===== src/rtl/cmg_pkg.sv =====
// Shared types, codes and trig tables for the cylinder mesh generator.
// Depends on nothing; every other file imports it.
package cmg_pkg;

   // Field widths fixed by the record formats
   localparam int CORNER_W = 5;
   localparam int RING_W   = 3;   // column index of the trig tables (8 columns)
   localparam int TAB_ROWS = 6;   // one row per segment count 3..8
   localparam int TAB_COLS = 8;

   // Record kinds
   localparam logic KIND_VERTEX   = 1'b0;
   localparam logic KIND_TRIANGLE = 1'b1;

   // Normal selection codes
   localparam logic [1:0] NORM_SHELL = 2'd0;
   localparam logic [1:0] NORM_BOT   = 2'd1;
   localparam logic [1:0] NORM_TOP   = 2'd2;
   localparam logic [1:0] NORM_NONE  = 2'd3;

   // Cap normal z in Q2.14
   localparam logic signed [15:0] NORM_UNIT = 16'sd16384;

   localparam logic signed [31:0] ONE_Q30 = 32'sd1073741824;

   // Ring cosine in Q1.30, row = segment count - 3
   localparam logic signed [31:0] COS_TAB [TAB_ROWS][TAB_COLS] = '{
      '{ONE_Q30, -32'sd536870912, -32'sd536870912, 32'sd0, 32'sd0, 32'sd0, 32'sd0, 32'sd0},
      '{ONE_Q30, 32'sd0, -ONE_Q30, 32'sd0, 32'sd0, 32'sd0, 32'sd0, 32'sd0},
      '{ONE_Q30, 32'sd331804471, -32'sd868675383, -32'sd868675383, 32'sd331804471,
        32'sd0, 32'sd0, 32'sd0},
      '{ONE_Q30, 32'sd536870912, -32'sd536870912, -ONE_Q30, -32'sd536870912,
        32'sd536870912, 32'sd0, 32'sd0},
      '{ONE_Q30, 32'sd669467077, -32'sd238930034, -32'sd967407956, -32'sd967407956,
        -32'sd238930034, 32'sd669467077, 32'sd0},
      '{ONE_Q30, 32'sd759250125, 32'sd0, -32'sd759250125, -ONE_Q30, -32'sd759250125,
        32'sd0, 32'sd759250125}
   };

   // Ring sine in Q1.30, row = segment count - 3
   localparam logic signed [31:0] SIN_TAB [TAB_ROWS][TAB_COLS] = '{
      '{32'sd0, 32'sd929887697, -32'sd929887697, 32'sd0, 32'sd0, 32'sd0, 32'sd0, 32'sd0},
      '{32'sd0, ONE_Q30, 32'sd0, -ONE_Q30, 32'sd0, 32'sd0, 32'sd0, 32'sd0},
      '{32'sd0, 32'sd1021189159, 32'sd631129609, -32'sd631129609, -32'sd1021189159,
        32'sd0, 32'sd0, 32'sd0},
      '{32'sd0, 32'sd929887697, 32'sd929887697, 32'sd0, -32'sd929887697,
        -32'sd929887697, 32'sd0, 32'sd0},
      '{32'sd0, 32'sd839485162, 32'sd1046820875, 32'sd465879118, -32'sd465879118,
        -32'sd1046820875, -32'sd839485162, 32'sd0},
      '{32'sd0, 32'sd759250125, ONE_Q30, 32'sd759250125, 32'sd0, -32'sd759250125,
        -ONE_Q30, -32'sd759250125}
   };

   // Input transaction
   typedef struct packed {
      logic [31:0] cyl_radius;
      logic [31:0] cyl_height;
   } req_type;

   // Result transaction
   typedef struct packed {
      logic                record_kind;
      logic signed [31:0]  pos_x;
      logic signed [31:0]  pos_y;
      logic signed [31:0]  pos_z;
      logic signed [15:0]  norm_x;
      logic signed [15:0]  norm_y;
      logic signed [15:0]  norm_z;
      logic [CORNER_W-1:0] corner_a;
      logic [CORNER_W-1:0] corner_b;
      logic [CORNER_W-1:0] corner_c;
      logic                last_record;
   } rsp_type;

   // Classified cylinder waiting for the back end
   typedef struct packed {
      logic [31:0] radius;
      logic [30:0] half_height;
   } job_type;

   // Queue status seen by both sides
   typedef struct packed {
      logic valid;
      logic full;
   } q_status_type;

   // Q1.30 to Q2.14, round half up
   function automatic logic signed [15:0] to_norm(input logic signed [31:0] c);
      logic signed [31:0] s;
      s = c + 32'sd32768;
      return s[31:16];
   endfunction

   // Q18.46 product to Q16.16, round half up, saturate
   function automatic logic signed [31:0] round_sat(input logic signed [63:0] p);
      logic signed [63:0] s;
      logic signed [33:0] v;
      s = p + 64'sd536870912;
      v = $signed(s[63:30]);
      if (v > 34'sd2147483647)
         return 32'sh7fffffff;
      else if (v < -34'sd2147483648)
         return 32'sh80000000;
      else
         return v[31:0];
   endfunction

endpackage


===== src/rtl/cylinder_mesh_generator.sv =====
// Top level of the cylinder mesh generator: front end, job queue, back end.
// Depends on cmg_pkg, cmg_front, cmg_queue and cmg_back.
//
// Each accepted cylinder (start high while busy is low) yields 8*SEGMENTS-4
// records (SEGMENTS clamped to 3..8), 36 at the default of five segments:
// 2*SEGMENTS shell vertices, then the bottom and top cap vertices, then the shell
// triangles and the two cap fans. Records leave one per clock with rsp_valid high
// for that single cycle, and the receiver cannot stall them; last_record marks the
// final record of a cylinder. The back-end sequencer emits one record a cycle, and
// queued cylinders follow each other with no gap. With the back end idle, an
// accepted cylinder passes the holding register, queue, sequencer, multiply stage
// and output register before its first record is on the result ports. A two-entry
// queue plus an input holding register absorb up to three cylinders ahead of the
// one being emitted; busy rises only when all of them are full.
module cylinder_mesh_generator #(
   parameter int SEGMENTS = 5
) (
   input  logic             clock,
   input  logic             reset,
   input  logic             start,
   output logic             busy,
   input  cmg_pkg::req_type req_data,
   output logic             rsp_valid,
   output cmg_pkg::rsp_type rsp_data
);
   import cmg_pkg::*;

   // Clamp the segment count to the table range
   localparam int SEG_N = (SEGMENTS < 3) ? 3 : ((SEGMENTS > 8) ? 8 : SEGMENTS);

   q_status_type q_status;
   job_type      push_job, head_job;
   logic         push, pop;

   cmg_front u_front (
      .clock    (clock),
      .reset    (reset),
      .start    (start),
      .busy     (busy),
      .req_data (req_data),
      .q_status (q_status),
      .push     (push),
      .push_job (push_job)
   );

   cmg_queue u_queue (
      .clock    (clock),
      .reset    (reset),
      .push     (push),
      .push_job (push_job),
      .pop      (pop),
      .status   (q_status),
      .head_job (head_job)
   );

   cmg_back #(
      .SEG_N (SEG_N)
   ) u_back (
      .clock     (clock),
      .reset     (reset),
      .q_status  (q_status),
      .head_job  (head_job),
      .pop       (pop),
      .rsp_valid (rsp_valid),
      .rsp_data  (rsp_data)
   );

endmodule


===== src/rtl/cmg_queue.sv =====
// Two-entry job queue between the front and back ends.
// Depends on cmg_pkg.
module cmg_queue (
   input  logic                  clock,
   input  logic                  reset,
   input  logic                  push,
   input  cmg_pkg::job_type      push_job,
   input  logic                  pop,
   output cmg_pkg::q_status_type status,
   output cmg_pkg::job_type      head_job
);
   import cmg_pkg::*;

   job_type    entry_ff [2];
   logic       wr_ptr_ff, wr_ptr_in;
   logic       rd_ptr_ff, rd_ptr_in;
   logic [1:0] count_ff, count_in;

   // Advance pointers and occupancy
   always_comb begin
      wr_ptr_in = wr_ptr_ff ^ push;
      rd_ptr_in = rd_ptr_ff ^ pop;
      count_in  = count_ff + {1'b0, push} - {1'b0, pop};
   end

   always_ff @(posedge clock) begin
      if (reset) begin
         wr_ptr_ff <= 1'b0;
         rd_ptr_ff <= 1'b0;
         count_ff  <= 2'd0;
      end else begin
         wr_ptr_ff <= wr_ptr_in;
         rd_ptr_ff <= rd_ptr_in;
         count_ff  <= count_in;
      end
   end

   // Store the pushed job
   always_ff @(posedge clock) begin
      if (push) begin
         entry_ff[wr_ptr_ff] <= push_job;
      end
   end

   assign status.valid = (count_ff != 2'd0);
   assign status.full  = (count_ff == 2'd2);
   assign head_job     = entry_ff[rd_ptr_ff];

endmodule


===== src/rtl/cmg_front.sv =====
// Front end: takes cylinder transactions and turns them into queue jobs.
// Depends on cmg_pkg.
module cmg_front (
   input  logic                  clock,
   input  logic                  reset,
   input  logic                  start,
   output logic                  busy,
   input  cmg_pkg::req_type      req_data,
   input  cmg_pkg::q_status_type q_status,
   output logic                  push,
   output cmg_pkg::job_type      push_job
);
   import cmg_pkg::*;

   logic    hold_valid_ff, hold_valid_in;
   job_type hold_job_ff;
   logic    accept;

   // Accept while the holding register can drain this cycle
   assign busy   = hold_valid_ff & q_status.full;
   assign accept = start & ~busy;
   assign push   = hold_valid_ff & ~q_status.full;

   always_comb begin
      hold_valid_in = accept | (hold_valid_ff & ~push);
   end

   always_ff @(posedge clock) begin
      if (reset) begin
         hold_valid_ff <= 1'b0;
      end else begin
         hold_valid_ff <= hold_valid_in;
      end
   end

   // Classify: keep radius, halve height (truncated)
   always_ff @(posedge clock) begin
      if (accept) begin
         hold_job_ff.radius      <= req_data.cyl_radius;
         hold_job_ff.half_height <= req_data.cyl_height[31:1];
      end
   end

   assign push_job = hold_job_ff;

endmodule


===== src/rtl/cmg_back.sv =====
// Back end: record sequencer, position multipliers and output register.
// Depends on cmg_pkg.
module cmg_back #(
   parameter int SEG_N = 5
) (
   input  logic                  clock,
   input  logic                  reset,
   input  cmg_pkg::q_status_type q_status,
   input  cmg_pkg::job_type      head_job,
   output logic                  pop,
   output logic                  rsp_valid,
   output cmg_pkg::rsp_type      rsp_data
);
   import cmg_pkg::*;

   localparam int TAB_ROW = SEG_N - 3;
   localparam logic [RING_W-1:0]   LAST_IDX = RING_W'(SEG_N - 1);
   localparam logic [RING_W-1:0]   FAN_LAST = RING_W'(SEG_N - 2);
   localparam logic [CORNER_W-1:0] N5       = CORNER_W'(SEG_N);

   // Sequencer phases
   localparam logic [2:0] PH_SHELL = 3'd0;
   localparam logic [2:0] PH_BCAP  = 3'd1;
   localparam logic [2:0] PH_TCAP  = 3'd2;
   localparam logic [2:0] PH_SHTRI = 3'd3;
   localparam logic [2:0] PH_BFAN  = 3'd4;
   localparam logic [2:0] PH_TFAN  = 3'd5;

   // Sequencer state
   logic              active_ff, active_in;
   logic [2:0]        phase_ff, phase_in;
   logic [RING_W-1:0] idx_ff, idx_in;
   logic              sub_ff, sub_in;
   logic [31:0]       radius_ff;
   logic [30:0]       h2_ff;
   logic              seq_last;

   // Record descriptor of the current sequencer step
   logic                d_kind, d_top;
   logic [1:0]          d_nsel;
   logic [CORNER_W-1:0] d_ca, d_cb, d_cc;
   logic [CORNER_W-1:0] i5, j5;

   // Multiply stage
   logic signed [31:0] cos_sel, sin_sel;
   logic signed [32:0] r_s;
   logic signed [64:0] px_full, py_full;

   logic                b_valid_ff;
   logic                b_kind_ff, b_last_ff, b_top_ff;
   logic [CORNER_W-1:0] b_ca_ff, b_cb_ff, b_cc_ff;
   logic [30:0]         b_h2_ff;
   logic signed [63:0]  b_px_ff, b_py_ff;
   logic signed [15:0]  b_nx_ff, b_ny_ff, b_nz_ff;
   logic signed [15:0]  nx_in, ny_in, nz_in;

   rsp_type rsp_ff, rsp_in;
   logic    rsp_valid_ff;

   assign seq_last = active_ff & (phase_ff == PH_TFAN) & (idx_ff == FAN_LAST);
   assign pop      = q_status.valid & (~active_ff | seq_last);

   // Advance the sequencer one record a cycle
   always_comb begin
      active_in = active_ff;
      phase_in  = phase_ff;
      idx_in    = idx_ff;
      sub_in    = sub_ff;
      if (pop) begin
         active_in = 1'b1;
         phase_in  = PH_SHELL;
         idx_in    = '0;
         sub_in    = 1'b0;
      end else if (seq_last) begin
         active_in = 1'b0;
      end else if (active_ff) begin
         unique case (phase_ff)
            PH_SHELL, PH_SHTRI: begin
               if (!sub_ff) begin
                  sub_in = 1'b1;
               end else begin
                  sub_in = 1'b0;
                  if (idx_ff == LAST_IDX) begin
                     phase_in = (phase_ff == PH_SHELL) ? PH_BCAP : PH_BFAN;
                     idx_in   = (phase_ff == PH_SHELL) ? RING_W'(0) : RING_W'(1);
                  end else begin
                     idx_in = idx_ff + RING_W'(1);
                  end
               end
            end
            PH_BCAP, PH_TCAP: begin
               if (idx_ff == LAST_IDX) begin
                  phase_in = (phase_ff == PH_BCAP) ? PH_TCAP : PH_SHTRI;
                  idx_in   = '0;
               end else begin
                  idx_in = idx_ff + RING_W'(1);
               end
            end
            PH_BFAN: begin
               if (idx_ff == FAN_LAST) begin
                  phase_in = PH_TFAN;
                  idx_in   = RING_W'(1);
               end else begin
                  idx_in = idx_ff + RING_W'(1);
               end
            end
            PH_TFAN: begin
               idx_in = idx_ff + RING_W'(1);
            end
            default: begin
               active_in = 1'b0;
            end
         endcase
      end
   end

   always_ff @(posedge clock) begin
      if (reset) begin
         active_ff <= 1'b0;
         phase_ff  <= PH_SHELL;
         idx_ff    <= '0;
         sub_ff    <= 1'b0;
      end else begin
         active_ff <= active_in;
         phase_ff  <= phase_in;
         idx_ff    <= idx_in;
         sub_ff    <= sub_in;
      end
   end

   // Load the next cylinder's operands
   always_ff @(posedge clock) begin
      if (pop) begin
         radius_ff <= head_job.radius;
         h2_ff     <= head_job.half_height;
      end
   end

   // Decode the current step into a record descriptor
   always_comb begin
      i5     = CORNER_W'(idx_ff);
      j5     = (idx_ff == LAST_IDX) ? CORNER_W'(0) : i5 + CORNER_W'(1);
      d_kind = KIND_TRIANGLE;
      d_top  = 1'b0;
      d_nsel = NORM_NONE;
      d_ca   = '0;
      d_cb   = '0;
      d_cc   = '0;
      unique case (phase_ff)
         PH_SHELL: begin
            d_kind = KIND_VERTEX;
            d_top  = sub_ff;
            d_nsel = NORM_SHELL;
         end
         PH_BCAP: begin
            d_kind = KIND_VERTEX;
            d_nsel = NORM_BOT;
         end
         PH_TCAP: begin
            d_kind = KIND_VERTEX;
            d_top  = 1'b1;
            d_nsel = NORM_TOP;
         end
         PH_SHTRI: begin
            if (!sub_ff) begin
               d_ca = {i5[CORNER_W-2:0], 1'b0};
               d_cb = {j5[CORNER_W-2:0], 1'b0};
               d_cc = {j5[CORNER_W-2:0], 1'b1};
            end else begin
               d_ca = {j5[CORNER_W-2:0], 1'b1};
               d_cb = {i5[CORNER_W-2:0], 1'b1};
               d_cc = {i5[CORNER_W-2:0], 1'b0};
            end
         end
         PH_BFAN: begin
            d_ca = N5 + N5;
            d_cb = N5 + N5 + i5 + CORNER_W'(1);
            d_cc = N5 + N5 + i5;
         end
         PH_TFAN: begin
            d_ca = N5 + N5 + N5;
            d_cb = N5 + N5 + N5 + i5;
            d_cc = N5 + N5 + N5 + i5 + CORNER_W'(1);
         end
         default: begin
            d_kind = KIND_TRIANGLE;
         end
      endcase
   end

   // Look up trig values, multiply by radius, pick normals
   always_comb begin
      cos_sel = COS_TAB[TAB_ROW][idx_ff];
      sin_sel = SIN_TAB[TAB_ROW][idx_ff];
      r_s     = $signed({1'b0, radius_ff});
      px_full = r_s * cos_sel;
      py_full = r_s * sin_sel;
      nx_in   = '0;
      ny_in   = '0;
      nz_in   = '0;
      unique case (d_nsel)
         NORM_SHELL: begin
            nx_in = to_norm(cos_sel);
            ny_in = to_norm(sin_sel);
         end
         NORM_BOT:  nz_in = -NORM_UNIT;
         NORM_TOP:  nz_in = NORM_UNIT;
         NORM_NONE: nz_in = '0;
         default:   nz_in = '0;
      endcase
   end

   always_ff @(posedge clock) begin
      if (reset) begin
         b_valid_ff <= 1'b0;
      end else begin
         b_valid_ff <= active_ff;
      end
   end

   always_ff @(posedge clock) begin
      b_kind_ff <= d_kind;
      b_last_ff <= seq_last;
      b_top_ff  <= d_top;
      b_ca_ff   <= d_ca;
      b_cb_ff   <= d_cb;
      b_cc_ff   <= d_cc;
      b_h2_ff   <= h2_ff;
      b_px_ff   <= px_full[63:0];
      b_py_ff   <= py_full[63:0];
      b_nx_ff   <= nx_in;
      b_ny_ff   <= ny_in;
      b_nz_ff   <= nz_in;
   end

   // Round and saturate positions, blank fields that carry no meaning
   always_comb begin
      rsp_in             = '0;
      rsp_in.record_kind = b_kind_ff;
      rsp_in.last_record = b_last_ff;
      if (b_kind_ff == KIND_VERTEX) begin
         rsp_in.pos_x  = round_sat(b_px_ff);
         rsp_in.pos_y  = round_sat(b_py_ff);
         rsp_in.pos_z  = b_top_ff ? $signed({1'b0, b_h2_ff})
                                  : 32'sd0 - $signed({1'b0, b_h2_ff});
         rsp_in.norm_x = b_nx_ff;
         rsp_in.norm_y = b_ny_ff;
         rsp_in.norm_z = b_nz_ff;
      end else begin
         rsp_in.corner_a = b_ca_ff;
         rsp_in.corner_b = b_cb_ff;
         rsp_in.corner_c = b_cc_ff;
      end
   end

   always_ff @(posedge clock) begin
      if (reset) begin
         rsp_valid_ff <= 1'b0;
      end else begin
         rsp_valid_ff <= b_valid_ff;
      end
   end

   always_ff @(posedge clock) begin
      rsp_ff <= rsp_in;
   end

   assign rsp_valid = rsp_valid_ff;
   assign rsp_data  = rsp_ff;

endmodule


===== config.mk =====
export PLATFORM = sky130hd
export DESIGN_NAME = cylinder_mesh_generator
export DESIGN_NICKNAME = d
export VERILOG_FILES = /design/src/rtl/cmg_pkg.sv /design/src/rtl/cylinder_mesh_generator.sv /design/src/rtl/cmg_queue.sv /design/src/rtl/cmg_front.sv /design/src/rtl/cmg_back.sv
export SDC_FILE = /design/constraint.sdc
export NUM_CORES = 2
export LEC_CHECK = 0
export ABC_AREA = 1
export BUFFER_PORTS_ARGS = -buffer_cell sky130_fd_sc_hd__buf_4
export CORE_MARGIN = 8
export CORE_UTILIZATION = 35
export DETAILED_ROUTE_END_ITERATION = 16
export PLACE_DENSITY_LB_ADDON = 0.2
export RECOVER_POWER = 25
export SETUP_SLACK_MARGIN = 0.05
export SLEW_MARGIN = 20
export SYNTH_ARGS = -nofsm -noshare
export SYNTH_HDL_FRONTEND = slang
export SYNTH_HIERARCHICAL = 1
export SYNTH_SLANG_ARGS = --single-unit

===== constraint.sdc =====
create_clock -name clock -period 23 [get_ports clock]
set_input_delay 2.3 -clock clock [delete_from_list [all_inputs] [get_ports clock]]
set_output_delay 2.3 -clock clock [all_outputs]
set_load 0.02 [all_outputs]

==> flow_summary.toml <==
[finish]
syn2layout_area_growth_pct = 9.10
post-route-util_pct = 38.4
drive_above_1_share_pct = 7.08
nFillCells = 22335
fin_nets = 10735
regArea_mm2 = 0.0133
layout.cells.non_filler = 11378
multi_input_area_mm2 = 0.0539

[synth]
ys_warn_count = 6
yosysUniqueCellTypes = 72
ys_seq_elements = 537
synth.avg_cell_area_um2 = 9.39
synth_area_mm2 = 0.0773
syn-instance-count = 8224
synth_area_leader_cell = "fa_1"
synth_ff_type = "dfxtp_1"
ys_async_sr_fraction_pct = 0
synth_common_cells = "inv_1, fa_1, nand2_1"
synthTopCellsByArea = "fa_1, inv_1, ha_1"
yosysMostFrequentCell = "inv_1"
synth_edf_count = 252
netlist.area_leader.share_pct = 38.8
yosysSeqAreaShare_pct = 17.2

[cts]
cts_resized = 0
insertion_delay_ns = 0.76
path_clk_slew_ns = 0.07
postCtsSetupBuffers = 0
cts-root-buf = "clkbuf_16"
clock_sinks = 537
hold_buffers = 0
cts-htree-levels = 2
cts.path.max_buffers = 3
cts_tree = "done"
cts_buffers = 58

[timing]
fin_worst_skew_ns = 0.104
period_share_pct = 46.5
slew_viol_final = 82
min_period_ns = 10.69
setup_viol = 0
rsz0062_at_grt = "no"
fmax_mhz = 93.6
setup_ws_ns = 12.31
setup_tns_ns = 0
hold_viol_final = 0
slew-limit-headroom_pct = -84.0
worst_pin_slew_ns = 2.76
hold_ws_ns = 0.316

[global_route]
grt_overflow = 0
grt-busiest-layer = "met2"
grtUsageMet2_pct = 32.4
grt_max_degree = 64
use_met1_pct = 31.6
grt_pass1_wl_um = 378000
grt_usage_pct = 21.6
use_met3_pct = 3.89
first_global_vias = 57129
grt_antenna_before_repair = 16

[setup_path]
r2r_slack_ns = 12.31
cp_max_fo = 36
endpoint_kind = "register"
crit_type = "reg -> reg"
worstPathArrival_ns = 11.25
cp.required_ns = 23.57
reg2reg_depth = 24
worstSetupStartpointType = "register"

[power_and_ir_drop]
power_leakage_nw = 43.2
ir_worst_vdd_mv = 0.115
pwr_density_cell_mw_per_mm2 = 101

[worst_hold_path]
hold_path.class = "reg -> reg"
hold_path_depth = 0

[floorplan]
fp.dieH_um = 486
die-area_mm2 = 0.236
initial_core_util_pct = 35.2
rows = 172
die_width_um = 486
io-pin-count = 230
core_mm2 = 0.220

[routing]
routed_via_density = 4.76
dr.first_iter.drc_count = 4380
post-route-drc-count = 0
finalWirelength_um = 255000
postRouteAntennaNets = 0
drt-pass1-iter-count = 5
vias = 54144
post_drt_wl_per_cell_um = 22.4

[placed_design]
dpl.cell_count = 11261
globalplace.congestion = 0.975
place_ws_ns = 13.07
dp_hpwl_um = 226000
portBuffers = 213

[flow_run]
max_cap_viol_count = 2

[run_status]
violations = "max-capacitance violations, max-slew violations"
status = "complete, but fails checks"
==> layout make-up <==
type	instances	area share, %
sequential	537	15.7
timing repair buffer	284	2.52
antenna	7	0.0208
inverter	2466	11.0
clock inverter	40	0.570
tap	2871	4.26
multi-input combinational	5103	64.0
clock buffer	70	1.91
==> logic make-up (layout without fill, tap and decap cells) <==
logic type / Yosys count / count (layout) / synth area share, %
buffers and inverters: 2598 / 2860 / 13.1
and+or+nand+nor: 1963 / 1963 / 10.9
AOI/OAI and AO/OA: 643 / 643 / 4.77
other: 1 / 22 / 0.00485
DFF: 537 / 537 / 17.2
adders and majority gates: 2218 / 2218 / 50.5
muxes: 63 / 63 / 1.20
xor gates and xnor gates: 201 / 201 / 2.32
==> cells in the final DEF (no fill, tap or decap), types with 21 or more instances in the layout <==
cell type | Yosys | layout
edfxtp_1 | 252 | 252
nand4_1 | 35 | 35
fa_1 | 1498 | 1498
dfxtp_1 | 285 | 285
ha_1 | 720 | 717
nor2_2 | 27 | 28
clkbuf_16 | 0 | 61
xor2_1 | 158 | 157
nor2_1 | 745 | 742
mux2_4 | 59 | 51
buf_4 | 37 | 265
inv_1 | 2442 | 2442
nand2_1 | 848 | 847
a21oi_1 | 283 | 283
xnor2_1 | 39 | 39
a21o_1 | 21 | 21
nor3_1 | 76 | 76
nand3_2 | 35 | 35
nand3_1 | 123 | 123
o21ai_0 | 171 | 171
o21bai_1 | 35 | 35
==> state kept, by name, summed over array words and instances (netlist names), 6 cells and up, named ones only <==
signal	cells
u_back/rsp_data	132
u_queue/entry_ff	126
u_front/push_job	63
u_back/b_px_ff	35
u_back/b_py_ff	35
u_back/radius_ff	32
u_back/b_h2_ff	31
u_back/h2_ff	31
u_back/b_ny_ff	11
u_back/b_nx_ff	6
==> report_power, final <==
group	switching (W)	total, W	internal (W)	leakage (nW)
registers	0.000179	0.00148	0.00130	4.72
logic	0.00390	0.00601	0.00211	37.5
clock network	0.000442	0.00101	0.000568	1.02
total	0.00452	0.00850	0.00397	43.2
==> per-layer routing <==
metal / up-vias / part of all wire, %
met5: - / 0.029
met4: 12 / 3.6
met3: 258 / 7.4
met2: 1762 / 43
met1: 27265 / 46
li1: 24847 / -
==> metrics by stage <==
stage	instance area (µm²)	total power [W]
4_1_cts	84300	0.00862
2_1_floorplan	77300	0.00529
6_report	84300	0.00850
3_5_place_dp	82200	0.00752
3_3_place_gp	82200	0.00754
5_1_grt	84300	0.00929
==> critical path: stages, from the launching register on <==
cell and delay [ns]:
dfxtp_1 0.77, nor2_4 0.10, inv_2 0.06, clkbuf_1 1.88, nor2_1 0.98, ha_1 0.62
a31o_2 0.26, fa_1 0.48, fa_1 0.69, fa_1 0.50, fa_1 0.52, fa_1 0.45
fa_1 0.50, inv_1 0.06, fa_1 0.47, inv_1 0.04, ha_1 0.35, a21oi_1 0.32
o21ai_0 0.19, a21oi_1 0.41, o21ai_0 0.37, a21oi_1 0.28, nand2_1 0.08, nand2_1 0.05
nand2_1 0.04
==> path summary, 6_finish.rpt <==
kind / from / to
min: u_back/h2_ff[25]$_DFFE_PP_ / u_back/b_h2_ff[25]$_DFF_P_
min reg2reg: u_back/h2_ff[25]$_DFFE_PP_ / u_back/b_h2_ff[25]$_DFF_P_
max reg2reg: u_back/idx_ff[2]$_SDFFE_PP0P_ / u_back/b_py_ff[58]$_DFF_P_
max: u_back/idx_ff[2]$_SDFFE_PP0P_ / u_back/b_py_ff[58]$_DFF_P_
Note: power is estimated with default switching activity, not from simulation.
